==> src/design/cps_pkg.sv <==
`default_nettype none

package cps_pkg;

    // Field widths fixed by the word formats
    localparam int SLOT_W = 6;
    localparam int PRIO_W = 6;
    localparam int CNT_W  = 8;

    // Defaults for the top-level parameters
    localparam int DEF_SLOTS        = 64;
    localparam int DEF_MAX_PRIORITY = 63;

    // Counter value meaning "nothing picked yet"
    localparam logic signed [CNT_W-1:0] CNT_NONE = -8'sd1;
    localparam logic signed [CNT_W-1:0] CNT_MAX  = 8'sd127;

    typedef enum logic [1:0] {
        CMD_SET      = 2'd0,
        CMD_CREATE   = 2'd1,
        CMD_REMOVE   = 2'd2,
        CMD_SCHEDULE = 2'd3
    } cmd_t;

    typedef struct packed {
        cmd_t              cmd;
        logic [SLOT_W-1:0] slot;
        logic [PRIO_W-1:0] prio;
        logic              ready_value;
    } req_word_t;

    typedef struct packed {
        logic              granted;
        logic [SLOT_W-1:0] granted_slot;
        logic              recomputed;
        logic              none_ready;
    } rsp_word_t;

    // Controller -> datapath
    typedef struct packed {
        logic load;           // request word accepted
        logic scan_clear;     // restart table scan
        logic refresh_start;  // restart scan with counter refresh
        logic scan_en;        // issue one table read
        logic grant;          // commit pick to the table
        logic set_none;       // flag: no ready slot
        logic emit;           // load response register
    } ctl_cmd_t;

    // Datapath -> controller
    typedef struct packed {
        logic req_is_sched;   // pending request is a schedule
        logic last_issue;     // scan index at last slot
        logic any_ready;      // scan saw a present, ready slot
        logic found;          // scan picked a slot
        logic refreshing;     // refresh pass already done
        logic rsp_free;       // response register can take a word
    } dp_status_t;

endpackage

`default_nettype wire

==> src/design/counter_priority_scheduler.sv <==
// Counter-based priority scheduler over SLOTS task slots. Each request word
// carries one command: set a slot's ready mark, create a slot (counter loaded
// with its priority, clamped to 1..MAX_PRIORITY), remove a slot, or schedule.
// Every request returns exactly one response word, in order. Set, create and
// remove need no table scan. A schedule scans the counter table one slot per
// cycle through a single read port, and a refresh pass (counters halved plus
// priority) adds another scan of the table. The response register holds a
// finished word while the next request is taken; a new request is accepted
// whenever the block is idle.
`default_nettype none

module counter_priority_scheduler #(
    parameter int SLOTS        = cps_pkg::DEF_SLOTS,
    parameter int MAX_PRIORITY = cps_pkg::DEF_MAX_PRIORITY
) (
    input  wire                  clk,
    input  wire                  rst_n,
    input  wire                  req_valid,
    output logic                 req_ready,
    input  cps_pkg::req_word_t   req,
    output logic                 rsp_valid,
    input  wire                  rsp_ready,
    output cps_pkg::rsp_word_t   rsp
);
    import cps_pkg::*;

    // Command and status between sequencer and datapath
    ctl_cmd_t   ctl;
    dp_status_t status;

    // Sequencer: idle / scan / drain / decide / grant / respond
    cps_ctrl u_ctrl (
        .clk       (clk),
        .rst_n     (rst_n),
        .req_valid (req_valid),
        .status    (status),
        .ctl       (ctl),
        .req_ready (req_ready)
    );

    // Datapath: slot marks, priority/counter tables, scan pick,
    // refresh arithmetic and the response register
    cps_datapath #(
        .SLOTS        (SLOTS),
        .MAX_PRIORITY (MAX_PRIORITY)
    ) u_dp (
        .clk       (clk),
        .rst_n     (rst_n),
        .req       (req),
        .rsp_ready (rsp_ready),
        .ctl       (ctl),
        .status    (status),
        .rsp       (rsp),
        .rsp_valid (rsp_valid)
    );

    // A table update accepted with an empty response register is answered via the respond state without a stall
    a_update_latency: assert property (@(posedge clk) disable iff (!rst_n)
        (req_valid && req_ready && (req.cmd != CMD_SCHEDULE) && !rsp_valid)
        |-> ##2 rsp_valid)
        else $error("table update response late");

    // A response is loaded only while the block is busy
    a_rsp_from_busy: assert property (@(posedge clk) disable iff (!rst_n)
        $rose(rsp_valid) |-> !$past(req_ready))
        else $error("response loaded while idle");

    // Outcome flags are mutually consistent
    a_outcome: assert property (@(posedge clk) disable iff (!rst_n)
        rsp_valid |-> !(rsp.granted && rsp.none_ready)
                      && !(rsp.none_ready && rsp.recomputed))
        else $error("inconsistent schedule outcome");

endmodule

`default_nettype wire

==> src/design/cps_ctrl.sv <==
`default_nettype none

module cps_ctrl (
    input  wire                    clk,
    input  wire                    rst_n,
    input  wire                    req_valid,
    input  cps_pkg::dp_status_t    status,
    output cps_pkg::ctl_cmd_t      ctl,
    output logic                   req_ready
);
    import cps_pkg::*;

    typedef enum logic [5:0] {
        ST_IDLE   = 6'b000001,
        ST_SCAN   = 6'b000010,
        ST_DRAIN  = 6'b000100,
        ST_DECIDE = 6'b001000,
        ST_GRANT  = 6'b010000,
        ST_RESP   = 6'b100000
    } state_t;

    state_t state_reg, state_next;

    always_ff @(posedge clk or negedge rst_n) begin
        if (!rst_n)
        begin
            state_reg <= ST_IDLE;
        end
        else
        begin
            state_reg <= state_next;
        end
    end

    always_comb
    begin
        state_next = state_reg;
        ctl        = '0;
        req_ready  = 1'b0;
        unique case (state_reg)
            ST_IDLE:
            begin
                req_ready = 1'b1;
                if (req_valid)
                begin
                    ctl.load = 1'b1;
                    if (status.req_is_sched)
                    begin
                        ctl.scan_clear = 1'b1;
                        state_next     = ST_SCAN;
                    end
                    else
                    begin
                        state_next = ST_RESP;
                    end
                end
            end
            ST_SCAN:
            begin
                ctl.scan_en = 1'b1;
                if (status.last_issue)
                begin
                    state_next = ST_DRAIN;
                end
            end
            ST_DRAIN:
            begin
                state_next = ST_DECIDE;
            end
            ST_DECIDE:
            begin
                if (!status.any_ready)
                begin
                    ctl.set_none = 1'b1;
                    state_next   = ST_RESP;
                end
                else if (status.found)
                begin
                    state_next = ST_GRANT;
                end
                else if (!status.refreshing)
                begin
                    ctl.refresh_start = 1'b1;
                    state_next        = ST_SCAN;
                end
                else
                begin
                    state_next = ST_RESP;
                end
            end
            ST_GRANT:
            begin
                ctl.grant  = 1'b1;
                state_next = ST_RESP;
            end
            ST_RESP:
            begin
                if (status.rsp_free)
                begin
                    ctl.emit   = 1'b1;
                    state_next = ST_IDLE;
                end
            end
            default:
            begin
                state_next = ST_IDLE;
            end
        endcase
    end

endmodule

`default_nettype wire

==> src/design/cps_datapath.sv <==
`default_nettype none

module cps_datapath #(
    parameter int SLOTS        = cps_pkg::DEF_SLOTS,
    parameter int MAX_PRIORITY = cps_pkg::DEF_MAX_PRIORITY
) (
    input  wire                    clk,
    input  wire                    rst_n,
    input  cps_pkg::req_word_t     req,
    input  wire                    rsp_ready,
    input  cps_pkg::ctl_cmd_t      ctl,
    output cps_pkg::dp_status_t    status,
    output cps_pkg::rsp_word_t     rsp,
    output logic                   rsp_valid
);
    import cps_pkg::*;

    localparam int IDX_W = $clog2(SLOTS);
    localparam int CMP_W = 9;
    localparam logic [CMP_W-1:0] SLOTS_CMP = CMP_W'(SLOTS);
    localparam logic [IDX_W-1:0] IDX_LAST  = IDX_W'(SLOTS - 1);
    localparam logic [7:0]       MAXP      = 8'(MAX_PRIORITY);

    // Per-slot marks in flops, cleared by reset
    logic [SLOTS-1:0] present_reg;
    logic [SLOTS-1:0] ready_reg;

    // Priority and counter tables
    logic [PRIO_W-1:0]       prio_mem [SLOTS];
    logic signed [CNT_W-1:0] cnt_mem  [SLOTS];

    // Scan state
    logic [IDX_W-1:0]        idx_reg;
    logic                    rd_v_reg;
    logic [IDX_W-1:0]        rd_idx_reg;
    logic signed [CNT_W-1:0] cnt_rd_reg;
    logic [PRIO_W-1:0]       prio_rd_reg;
    logic signed [CNT_W-1:0] best_cnt_reg;
    logic [IDX_W-1:0]        best_idx_reg;
    logic                    any_reg;
    logic                    refresh_reg;
    logic                    granted_reg;
    logic                    none_reg;

    rsp_word_t rsp_reg;
    logic      rsp_valid_reg;

    // Request decode
    logic              slot_in_range;
    logic [IDX_W-1:0]  req_idx;
    logic [PRIO_W-1:0] prio_clamped;
    logic              do_update;

    assign slot_in_range = (CMP_W'(req.slot) < SLOTS_CMP);
    assign req_idx       = IDX_W'(req.slot);
    assign do_update     = ctl.load && (req.cmd != CMD_SCHEDULE) && slot_in_range;

    always_comb
    begin
        prio_clamped = req.prio;
        if (req.prio == '0)
        begin
            prio_clamped = PRIO_W'(1);
        end
        else if ({2'b00, req.prio} > MAXP)
        begin
            prio_clamped = PRIO_W'(MAXP);
        end
    end

    // Refresh value: floor(c/2) + prio, saturated
    logic signed [CNT_W-1:0] half_cnt;
    logic signed [CNT_W:0]   sum_cnt;
    logic signed [CNT_W-1:0] refresh_cnt;
    logic signed [CNT_W-1:0] cmp_cnt;
    logic                    rd_elig;
    logic                    rd_present;

    assign half_cnt   = cnt_rd_reg >>> 1;
    assign sum_cnt    = $signed({half_cnt[CNT_W-1], half_cnt})
                      + $signed({{(CNT_W+1-PRIO_W){1'b0}}, prio_rd_reg});
    assign refresh_cnt = (sum_cnt > $signed({1'b0, CNT_MAX})) ? CNT_MAX
                                                              : sum_cnt[CNT_W-1:0];
    assign rd_present = present_reg[rd_idx_reg];
    assign rd_elig    = rd_present && ready_reg[rd_idx_reg];
    assign cmp_cnt    = refresh_reg ? refresh_cnt : cnt_rd_reg;

    // Table memories: one write, one read per cycle
    always_ff @(posedge clk)
    begin
        if (do_update && (req.cmd == CMD_CREATE))
        begin
            prio_mem[req_idx] <= prio_clamped;
        end
        prio_rd_reg <= prio_mem[idx_reg];
    end

    always_ff @(posedge clk)
    begin
        if (do_update && (req.cmd == CMD_CREATE))
        begin
            cnt_mem[req_idx] <= $signed({{(CNT_W-PRIO_W){1'b0}}, prio_clamped});
        end
        else if (rd_v_reg && refresh_reg && rd_present)
        begin
            cnt_mem[rd_idx_reg] <= refresh_cnt;
        end
        else if (ctl.grant)
        begin
            cnt_mem[best_idx_reg] <= best_cnt_reg - 8'sd1;
        end
        cnt_rd_reg <= cnt_mem[idx_reg];
    end

    // Marks
    always_ff @(posedge clk or negedge rst_n)
    begin
        if (!rst_n)
        begin
            present_reg <= '0;
            ready_reg   <= '0;
        end
        else if (do_update)
        begin
            case (req.cmd)
                CMD_SET:
                begin
                    if (present_reg[req_idx])
                    begin
                        ready_reg[req_idx] <= req.ready_value;
                    end
                end
                CMD_CREATE:
                begin
                    present_reg[req_idx] <= 1'b1;
                    ready_reg[req_idx]   <= req.ready_value;
                end
                default:
                begin
                    present_reg[req_idx] <= 1'b0;
                    ready_reg[req_idx]   <= 1'b0;
                end
            endcase
        end
        else if (ctl.grant)
        begin
            ready_reg[best_idx_reg] <= 1'b0;
        end
    end

    // Scan control and pick
    always_ff @(posedge clk or negedge rst_n)
    begin
        if (!rst_n)
        begin
            idx_reg      <= '0;
            rd_v_reg     <= 1'b0;
            rd_idx_reg   <= '0;
            best_cnt_reg <= CNT_NONE;
            best_idx_reg <= '0;
            any_reg      <= 1'b0;
            refresh_reg  <= 1'b0;
            granted_reg  <= 1'b0;
            none_reg     <= 1'b0;
        end
        else
        begin
            rd_v_reg   <= ctl.scan_en;
            rd_idx_reg <= idx_reg;
            if (ctl.load)
            begin
                refresh_reg <= 1'b0;
                granted_reg <= 1'b0;
                none_reg    <= 1'b0;
            end
            if (ctl.refresh_start)
            begin
                refresh_reg <= 1'b1;
            end
            if (ctl.grant)
            begin
                granted_reg <= 1'b1;
            end
            if (ctl.set_none)
            begin
                none_reg <= 1'b1;
            end
            if (ctl.scan_clear || ctl.refresh_start)
            begin
                idx_reg      <= '0;
                best_cnt_reg <= CNT_NONE;
                best_idx_reg <= '0;
                any_reg      <= 1'b0;
            end
            else
            begin
                if (ctl.scan_en)
                begin
                    idx_reg <= idx_reg + IDX_W'(1);
                end
                if (rd_v_reg && rd_elig)
                begin
                    any_reg <= 1'b1;
                    if (cmp_cnt > best_cnt_reg)
                    begin
                        best_cnt_reg <= cmp_cnt;
                        best_idx_reg <= rd_idx_reg;
                    end
                end
            end
        end
    end

    // Response register
    always_ff @(posedge clk or negedge rst_n)
    begin
        if (!rst_n)
        begin
            rsp_valid_reg <= 1'b0;
        end
        else if (ctl.emit)
        begin
            rsp_valid_reg <= 1'b1;
        end
        else if (rsp_ready)
        begin
            rsp_valid_reg <= 1'b0;
        end
    end

    always_ff @(posedge clk)
    begin
        if (ctl.emit)
        begin
            rsp_reg.granted      <= granted_reg;
            rsp_reg.granted_slot <= granted_reg ? SLOT_W'(best_idx_reg) : '0;
            rsp_reg.recomputed   <= refresh_reg;
            rsp_reg.none_ready   <= none_reg;
        end
    end

    assign status.req_is_sched = (req.cmd == CMD_SCHEDULE);
    assign status.last_issue   = (idx_reg == IDX_LAST);
    assign status.any_ready    = any_reg;
    assign status.found        = !best_cnt_reg[CNT_W-1];
    assign status.refreshing   = refresh_reg;
    assign status.rsp_free     = !rsp_valid_reg || rsp_ready;

    assign rsp       = rsp_reg;
    assign rsp_valid = rsp_valid_reg;

endmodule

`default_nettype wire

==> config.mk <==
export PLATFORM = sky130hd
export DESIGN_NAME = counter_priority_scheduler
export DESIGN_NICKNAME = d
export VERILOG_FILES = /design/src/design/cps_pkg.sv /design/src/design/counter_priority_scheduler.sv /design/src/design/cps_ctrl.sv /design/src/design/cps_datapath.sv
export SDC_FILE = /design/constraint.sdc
export NUM_CORES = 1
export LEC_CHECK = 0
export BUFFER_PORTS_ARGS = -buffer_cell sky130_fd_sc_hd__buf_2
export CAP_MARGIN = 25
export CORE_UTILIZATION = 55
export DETAILED_ROUTE_END_ITERATION = 10
export PLACE_DENSITY = 0.7
export SETUP_SLACK_MARGIN = 0.3
export SYNTH_ARGS = -nofsm -noshare
export SYNTH_HDL_FRONTEND = slang
export SYNTH_SLANG_ARGS = --single-unit
export TNS_END_PERCENT = 5
==> constraint.sdc <==
create_clock -name clk -period 7.1 [get_ports clk]
set_input_delay 1.42 -clock clk [delete_from_list [all_inputs] [get_ports clk]]
set_output_delay 1.42 -clock clk [all_outputs]
set_load 0.1 [all_outputs]
# Word level (Yosys, flattened, before mapping)
# Memory sizes are Yosys's and may differ from the RTL's. A register that Yosys moved wholly into a read port is not among the register bits.
# Index checks and enable logic that the tools add are counted.
word_totals:
  ff_bits: 175
  latch_bits: 0
  mem_bits_rw: 896
  mem_bits_ro: 0
  out_inout_bits: 11
  elab_cells: 149
  mem_count: 2
memory_table:
  columns: ["memory", "depth", "word_bits", "read_ports", "rd_ports_with_merged_regs", "write_ports", "line_no", "source"]
  rows:
  - ["u_dp.cnt_mem", 64, 8, 1, 1, 1, "cps_datapath.sv:30", "logic signed [CNT_W-1:0] cnt_mem [SLOTS];"]
  - ["u_dp.prio_mem", 64, 6, 1, 1, 1, "cps_datapath.sv:29", "logic [PRIO_W-1:0] prio_mem [SLOTS];"]
op_classes:
  addsub: 3
  multipliers: 0
  div_mod_pow: 0
  magnitude_cmp: 7
  n_eq_ne: 14
  shift: 0
  mux: 72
  bitwise_logic: 7
  n_reduce_logical: 27
ops:
  columns: ["cell", "count"]
  rows:
  - ["$pmux W64 S2", 2]
  - ["$and A64 B64 Y64", 3]
  - ["$mux W64", 3]
  - ["$not A64 Y64", 2]
  - ["$mux W6", 15]
  - ["$bwmux W64", 1]
  - ["$or A64 B64 Y64", 1]
  - ["$mux W8", 7]
  - ["$mux W1", 36]
  - ["$pmux W6 S6", 1]
  - ["$lt A6 B7 Y1 const B", 3]
  - ["$bmux W1 S6", 3]
  - ["$reduce_bool A2 Y1", 8]
  - ["$reduce_or A8 Y1", 2]
  - ["$demux W1 S6", 2]
  - ["$eq A6 B6 Y1 const B", 2]
  - ["$ge A6 B1 Y1 const B", 2]
  - ["$gt A9 B8 Y1 const B", 1]
  - ["$add A7 B7 Y8", 1]
  - ["$gt A8 B8 Y1", 1]
  - ["$logic_and A1 B1 Y1", 8]
  - ["$ne A2 B2 Y1 const B", 4]
  - ["$sub A8 B2 Y8 const B", 1]
  - ["$add A6 B1 Y6 const B", 1]
  - ["other kinds (16)", 20]

# Longest topological paths before layout
# Gate-level depths: netlist of run 1.
logic_depth:
  depth_word: 11
  mapped_depth: 17
  depth_no_buf: 16

# Hierarchy
# Synthesis of run 1 repeated with hierarchy kept, for this count alone.
unflattened:
  hier_cells: 2568
  area_unflattened_um2: 45464.9
by_module_without_submodules:
  columns: ["module", "n_inst", "cells_each", "area_each_um2"]
  rows:
  - ["cps_datapath", 1, 2523, 45044.5]
  - ["cps_ctrl", 1, 45, 420.4]

# Worst setup path before layout of run 1
# OpenSTA, ideal clock, no wires.
synth_timing:
  path_type: "input -> register"
  from: "input req[2] in the netlist's numbering"
  to: "memory u_dp.cnt_mem[0][0], data pin"
  setup_ns: 0.549
  t_arrival_ns: 5.729
  slack_ns: 0.822
  path_stages: 4
  path_cell_list: "or4_1 > o21bai_1 > mux2i_1 > a21oi_1"
synth_via:
  elab_chain_len: 4
synth_lines:
  columns: ["element", "line_no", "source"]
  rows:
  - ["start: declaration", "counter_priority_scheduler.sv:20", "input cps_pkg::req_word_t req,"]
  - ["$logic_not A6 Y1", "cps_datapath.sv:61", "if (req.prio == '0)"]
  - ["$mux W6", "cps_datapath.sv:61", null]
  - ["named net u_dp.prio_clamped[0]", "cps_datapath.sv:51", "logic [PRIO_W-1:0] prio_clamped;"]
  - ["$mux W8 (no line) (2 in a row)", null, null]
  - ["end: declaration", "cps_datapath.sv:30", null]
# The timed path passes the listed nets, and every way through them passes these cells.

# Final worst setup path of run 1
layout_timing:
  from: "register u_dp.rd_idx_reg[2]"
  to: "memory u_dp.cnt_mem[7][6], enable pin"
layout_via:
  elab_chain_len: 9
layout_lines:
  columns: ["element", "line_no", "source"]
  rows:
  - ["start: declaration", "cps_datapath.sv:35", "logic [IDX_W-1:0] rd_idx_reg;"]
  - ["start signal: assignment", "cps_datapath.sv:169", "rd_idx_reg <= idx_reg;"]
  - ["$bmux W1 S6", "cps_datapath.sv:84", "assign rd_present = present_reg[rd_idx_reg];"]
  - ["$mux W1 (implied by the code)", "cps_datapath.sv:84", null]
  - ["$logic_and A1 B1 Y1", "cps_datapath.sv:104", "else if (rd_v_reg && refresh_reg && rd_present)"]
  - ["$mux W1", "cps_datapath.sv:104", null]
  - ["$mux W1", "cps_datapath.sv:100", "if (do_update && (req.cmd == CMD_CREATE))"]
  - ["$mux W1 (implied by the code)", "cps_datapath.sv:106", "cnt_mem[rd_idx_reg] <= refresh_cnt;"]
  - ["$reduce_or A8 Y1 (no line)", null, null]
  - ["$mux W6 (no line) / $mux W1 (equally long branches) (2 in a row)", null, null]
# Parallel ways exist; a longest one is shown, timed or not. The select of a mux whose other input is x is not followed.

==> impl_metrics.yaml, run 1 <==
clock_network:
  clk_latency_ns: 0.69
  cts_tree: "done"
  holdBufCountCts: 0
  clk_path_buf_depth: 3
  numCtsBuffers: 106
  cts_setup_buffers: 0
  cts-htree-levels: 3
  cts_root_buf: "clkbuf_16"
  clkTransAtPathRegs_ns: 0.06
  cts_resized: 0
  cts_sinks: 1085
synthesis:
  netlist.area_leader.share_pct: 59.7
  async_flop_share_pct: 15.3
  yosys_warnings: 0
  synth_edf_count: 905
  synth_seq_cells: 1085
  ys_seq_area_share_pct: 69.5
  synth.net_count: 2658
  postSynthAreaPerCell_um2: 17.4
  synthTopCellsByArea: "edfxtp_1 (60%), mux4_2 (16%), dfrtp_1 (8.6%), o21ai_0 (2.3%), nor2_1 (1.4%)"
  synthCells: 2622
  synthFlopType: "edfxtp_1"
  syn_area_mm2: 0.0455
  ys_types: 69
  synth.largest_area_cell: "edfxtp_1"
critical_path:
  critPathKind: "flip-flop to flip-flop"
  cp.required_ns: 7.39
  r2r.worst_path.cells: 10
  crit_path_start_kind: "flip-flop"
  crit_family: "simple AND/OR/NAND/NOR gates"
  crit_slowest_cell: "nor3_1"
  r2r-end: "u_dp.cnt_mem[7][6]"
  regToRegSetupSlack_ns: 1.67
  cpPeakStageDelay_ns: 1.07
  cp.arrival_ns: 5.72
  critPathMaxFanout: 20
  r2r_start: "u_dp.rd_idx_reg[2]"
  critPathCaptureType: "flip-flop"
  crit_buf_inv: 1
  path_cells: "nor2b_1, a22oi_1, a211oi_1, nor4b_2, a22oi_2, o21ai_2, buf_4, a31oi_2, nand3_1, nor3_1"
  crit_path_start: "u_dp.rd_idx_reg[2]"
floorplan:
  core_area_mm2: 0.0820
  io_pins: 30
  rows: 105
  die-area_mm2: 0.0839
  start_util_pct: 55.5
  die-height_um: 290
  die_x_um: 290
detailed_routing:
  drt_iter0_drc: 3239
  viasPerCell: 6.67
  wl_per_cell_um: 29.8
  firstDrtPassIters: 8
  wl_um: 115000
  drc: 0
  ant_nets: 0
  dr_total_vias: 25700
timing:
  fin_worst_skew_ns: 0.0332
  max_slew_margin_pct: 27.4
  worst_pin_slew_ns: 1.08
  setup_tns_ns: 0
  rsz0062_at_grt: "false"
  max_freq_mhz: 184
  slew_viol_final: 0
  period_share_pct: 76.5
  setup_viol: 0
  hold_violations: 0
  fin_crit_ns: 5.43
finish:
  utilization_pct: 61.8
  antenna_cells: 0
  syn2layout_area_growth_pct: 11.3
  fillerInstances: 5751
  largest_reg_flops: 512
  final_layout_size_suffix_gt1_share_pct: 23.6
  fin_nets: 2721
placement:
  hpwlAfterDp_um: 72400
  port_buffers: 29
  globalplace.congestion: 0.983
power:
  leakage_nw: 15.9
  ir_worst_vdd_mv: 0.240
  powerDensity_mw_per_mm2: 311
  fin_total_pwr_mw: 15.8
min_path:
  hp-start: "u_dp.ready_reg[60]"
  min_to: "u_dp.ready_reg[60]"
  hp-class: "flip-flop to flip-flop"
  hold_depth: 1
global_route:
  antenna_found_initial: 1
  overflow: 0
  grt_pass1_vias: 25700
  grt_max_degree: 148
  grtUsageTotal_pct: 28.0
  grt_pass1_wl_um: 170000
flow_run:
  cap_viol_max_count: 0
outcome:
  status: "completed"
## cell families (layout without fill, tap and decap cells)
| family | count (synthesis) | count (layout) | synth area share [%] |
|---|---|---|---|
| flops | 1085 | 1085 | 69.5 |
| fa+ha+maj | 17 | 17 | 0.484 |
| simple gates | 530 | 530 | 5.38 |
| xor+xnor | 18 | 18 | 0.346 |
| compound gates | 393 | 393 | 5.46 |
| buf+inv | 198 | 351 | 1.77 |
| mux | 381 | 381 | 17.1 |
## cell usage after synthesis (all sizes together) (32+ instances only)
library cell	instances
buf	53
clkbuf	126
dfrtp	157
edfxtp	905
mux2i	55
mux4	316
nand2	125
nand3	32
nor2	169
nor3	119
o21ai	215
o2bb2ai	65
## per-layer routing
layer	global-route usage, %	wire (um)
met2	45.8	57100
met3	4.76	9410
met5	0	0
met1	37.2	42900
met4	12.1	5100
## where the power goes
part	internal (mW)	switching [mW]
combinational	1.40	1.70
sequential	7.01	0.196
clock	3.11	2.36
## layout by cell type, fill, tap and decap left out, types with 5 or more instances in the layout
cell type,count
o21ai_0,206
bufinv_16,7
nor4_1,13
nand3_1,28
inv_1,19
clkinv_1,19
a22oi_1,30
dfxtp_1,14
mux2_2,10
nor3b_1,5
mux4_2,316
nor3_1,119
ha_1,16
clkbuf_16,109
clkbuf_1,29
clkinv_2,18
mux2i_1,54
xnor2_1,13
nand2_1,125
dfstp_2,9
nor2b_1,10
buf_4,77
clkbuf_4,9
nand3b_1,15
nand2b_1,5
nor2_1,168
o21a_1,6
a211oi_1,6
a221oi_1,6
xor2_1,5
buf_2,40
a21oi_1,24
dfrtp_1,152
and2_1,14
nand4_1,8
clkinvlp_4,5
o2bb2ai_1,65
edfxtp_1,905
## layout make-up
cell class | instances | area (um^2) | share of cell area (%)
Tap cell | 1070 | 1340 | 2.64
Clock buffer | 141 | 2880 | 5.68
Inverter | 19 | 71.3 | 0.141
Timing Repair Buffer | 134 | 975 | 1.92
Multi-Input combinational cell | 1339 | 13200 | 26.2
Clock inverter | 57 | 498 | 0.983
Sequential cell | 1085 | 31600 | 62.5
## metrics by stage
| stage | instances | worst slack (ns) | cell area, um^2 | hold slack [ns] |
|---|---|---|---|---|
| 6_report | 3845 | 1.67 | 50600 | 0.485 |
| 5_1_grt | 3845 | 1.49 | 50600 | 0.496 |
| 4_1_cts | 3821 | 1.71 | 50500 | 0.486 |
| 3_5_place_dp | 3623 | 1.70 | 47100 | 0.472 |
| 3_3_place_gp | 3620 | 1.87 | 47100 | 0.466 |
| 2_1_floorplan | 2622 | 0.822 | 45500 | 0.352 |
## worst max path at each step
stage / end / slack [ns] / depth (start not counted)
after CTS: u_dp.cnt_mem[15][6] / 1.71 / 10
after detailed placement: u_dp.cnt_mem[23][2] / 1.70 / 8
after floorplan: u_dp.cnt_mem[0][0] / 0.82 / 4
after global placement: u_dp.cnt_mem[13][3] / 1.87 / 11
final: u_dp.cnt_mem[7][6] / 1.67 / 10
after global routing: u_dp.cnt_mem[7][5] / 1.49 / 10
## worst reg2reg max path: cells and delay by family, from the launching register on
family                 cells  cell delay (ns)
and+or+nand+nor            4             2.40
DFF                        1             0.77
AOI/OAI and AO/OA          5             1.60
buffers and inverters      1             0.27
Note: power is estimated with default switching activity, not from simulation.
==> run 2, diff against run 1 <==
Clock period 7.1 ns to 5.08 ns, I/O delays scaled along.
==> run 2 against run 1 <==
  * Count of clock-buffer cells in the layout fell by 20
  * Highest routed layer is now met5
  * Flip-flop and latch count is the same
  * Non-clock buffer count grew 45
  * Combinational power grew 41%
  * Die area stayed put
  * Cell area rose by 1.0%
  * Via count rose by 0.36%
==> impl_metrics.yaml, run 2 (synthesized netlist as in run 1, its figures left out) <==
outcome:
  status: "completed"
clock_network:
  cts-htree-levels: 3
  clkTransAtPathRegs_ns: 0.06
  cts_setup_buffers: 0
  cts_root_buf: "clkbuf_16"
  cts_resized: 0
  numCtsBuffers: 103
  cts_sinks: 1085
  holdBufCountCts: 0
  clk_latency_ns: 0.68
  clk_path_buf_depth: 3
  cts_tree: "done"
timing:
  period_share_pct: 87.1
  setup_tns_ns: 0
  slew_viol_final: 0
  max_slew_margin_pct: 34.1
  setup_slack_ns: 0.654
  fin_crit_ns: 4.43
  worst_pin_slew_ns: 0.987
  fin_worst_skew_ns: 0.0375
  rsz0062_at_grt: "false"
  max_freq_mhz: 226
  setup_viol: 0
  hold_violations: 0
  holdWs_ns: 0.346
detailed_routing:
  drc: 0
  dr_total_vias: 25700
  drt_iter0_drc: 2923
  firstDrtPassIters: 6
  wl_um: 114000
  viasPerCell: 6.62
  wl_per_cell_um: 29.3
  ant_nets: 0
min_path:
  hp-class: "primary input to async pin"
critical_path:
  crit_path_start_kind: "flip-flop"
  critPathCaptureType: "flip-flop"
  cp.required_ns: 5.45
  cp.arrival_ns: 4.80
  critPathMaxFanout: 25
  r2r.worst_path.cells: 15
  critPathKind: "flip-flop to flip-flop"
finish:
  layout_common_cells: "edfxtp_1 (905), mux4_2 (316), o21ai_0 (206)"
  largest_reg_flops: 512
  fin_nets: 2763
  final_layout_size_suffix_gt1_share_pct: 25.2
  syn2layout_area_growth_pct: 12.4
  final_cell_area_mm2: 0.0512
  utilization_pct: 62.4
  final_common_cell: "edfxtp_1"
placement:
  globalplace.congestion: 0.938
  place_ws_ns: 0.566
  placedInstanceArea_mm2: 0.0475
  port_buffers: 29
  hpwlAfterDp_um: 73200
power:
  ir_worst_vdd_mv: 0.470
  powerDensity_mw_per_mm2: 438
  leakage_nw: 16.2
global_route:
  grt_pass1_wl_um: 171000
  grt_pass1_vias: 25800
  overflow: 0
  grt_max_degree: 109
  grtUsageTotal_pct: 27.9
  antenna_found_initial: 3
floorplan:
  core_area_mm2: 0.0820
  die-area_mm2: 0.0839
  io_pins: 30
  rows: 105
  start_util_pct: 55.5
  die_x_um: 290
  die-height_um: 290
flow_run:
  cap_viol_max_count: 0
==> run 2: cell types whose count changed in the layout (fill, tap and decap cells not counted), moves of 4 or more <==
cell       delta
bufinv_16     +7
clkinv_4      +6
buf_12        +4
clkbuf_1     -16
clkbuf_16     -5
buf_4        +42
==> run 2: area by class of cell <==
| cell class | count | area (um^2) |
|---|---|---|
| clock buffer | 121 | 2710 |
| multi-input combinational | 1339 | 13200 |
| inverter | 19 | 71.3 |
| timing repair buffer | 179 | 1380 |
| fill | 5668 | 30800 |
| clock inverter | 72 | 793 |
| sequential | 1085 | 31600 |
| antenna | 1 | 2.50 |
| tap | 1070 | 1340 |
==> run 2: layer usage <==
layer	global-route usage (%)	vias to the layer above	wire length [um]
met5	0	-	15
met4	11.2	4	4720
met3	5.20	278	9550
met2	45.1	1319	55600
met1	37.8	13400	44100
li1	-	10800	-
==> run 2: through the flow <==
stage	total power [mW]	instances
after floorplan	13.4	2622
after global routing	23.1	3885
after global placement	14.6	3668
final	22.4	3886
after CTS	22.5	3862
after detailed placement	14.7	3669
==> run 2: worst paths after layout <==
kind                                          from             endpoint  slack (ns)
worst max-delay path            u_dp.rd_idx_reg[0]  u_dp.cnt_mem[43][4]        0.65
worst min-delay path                         rst_n  u_ctrl.state_reg[2]        0.35
worst max register to register  u_dp.rd_idx_reg[0]  u_dp.cnt_mem[43][4]        0.65
worst min register to register  u_dp.ready_reg[20]   u_dp.ready_reg[20]        0.49
max in group asynchronous                    rst_n            async pin        3.66
min in group clk                u_dp.ready_reg[20]   u_dp.ready_reg[20]        0.49
==> run 2: worst max-delay path, cell delays in order, from the launching register on <==
cell and delay, ns:
dfrtp_2 0.44, buf_4 0.42, mux2i_1 0.14, a22oi_1 0.29, a211oi_1 0.13, nor3_1 0.27
a22oi_2 0.15, buf_4 0.21, o21ai_2 0.14, buf_4 0.15, buf_4 0.31, o211a_1 0.27
nand3_1 0.10, buf_4 0.22, nor3_1 0.58, clkbuf_2 0.28
==> run 2: report_power, final <==
part           leakage, nW  total, mW  internal [mW]  switching (mW)
Clock                 1.69       7.91           4.55            3.36
Sequential            10.3       10.1           9.80           0.319
Combinational         4.27       4.37           2.01            2.36
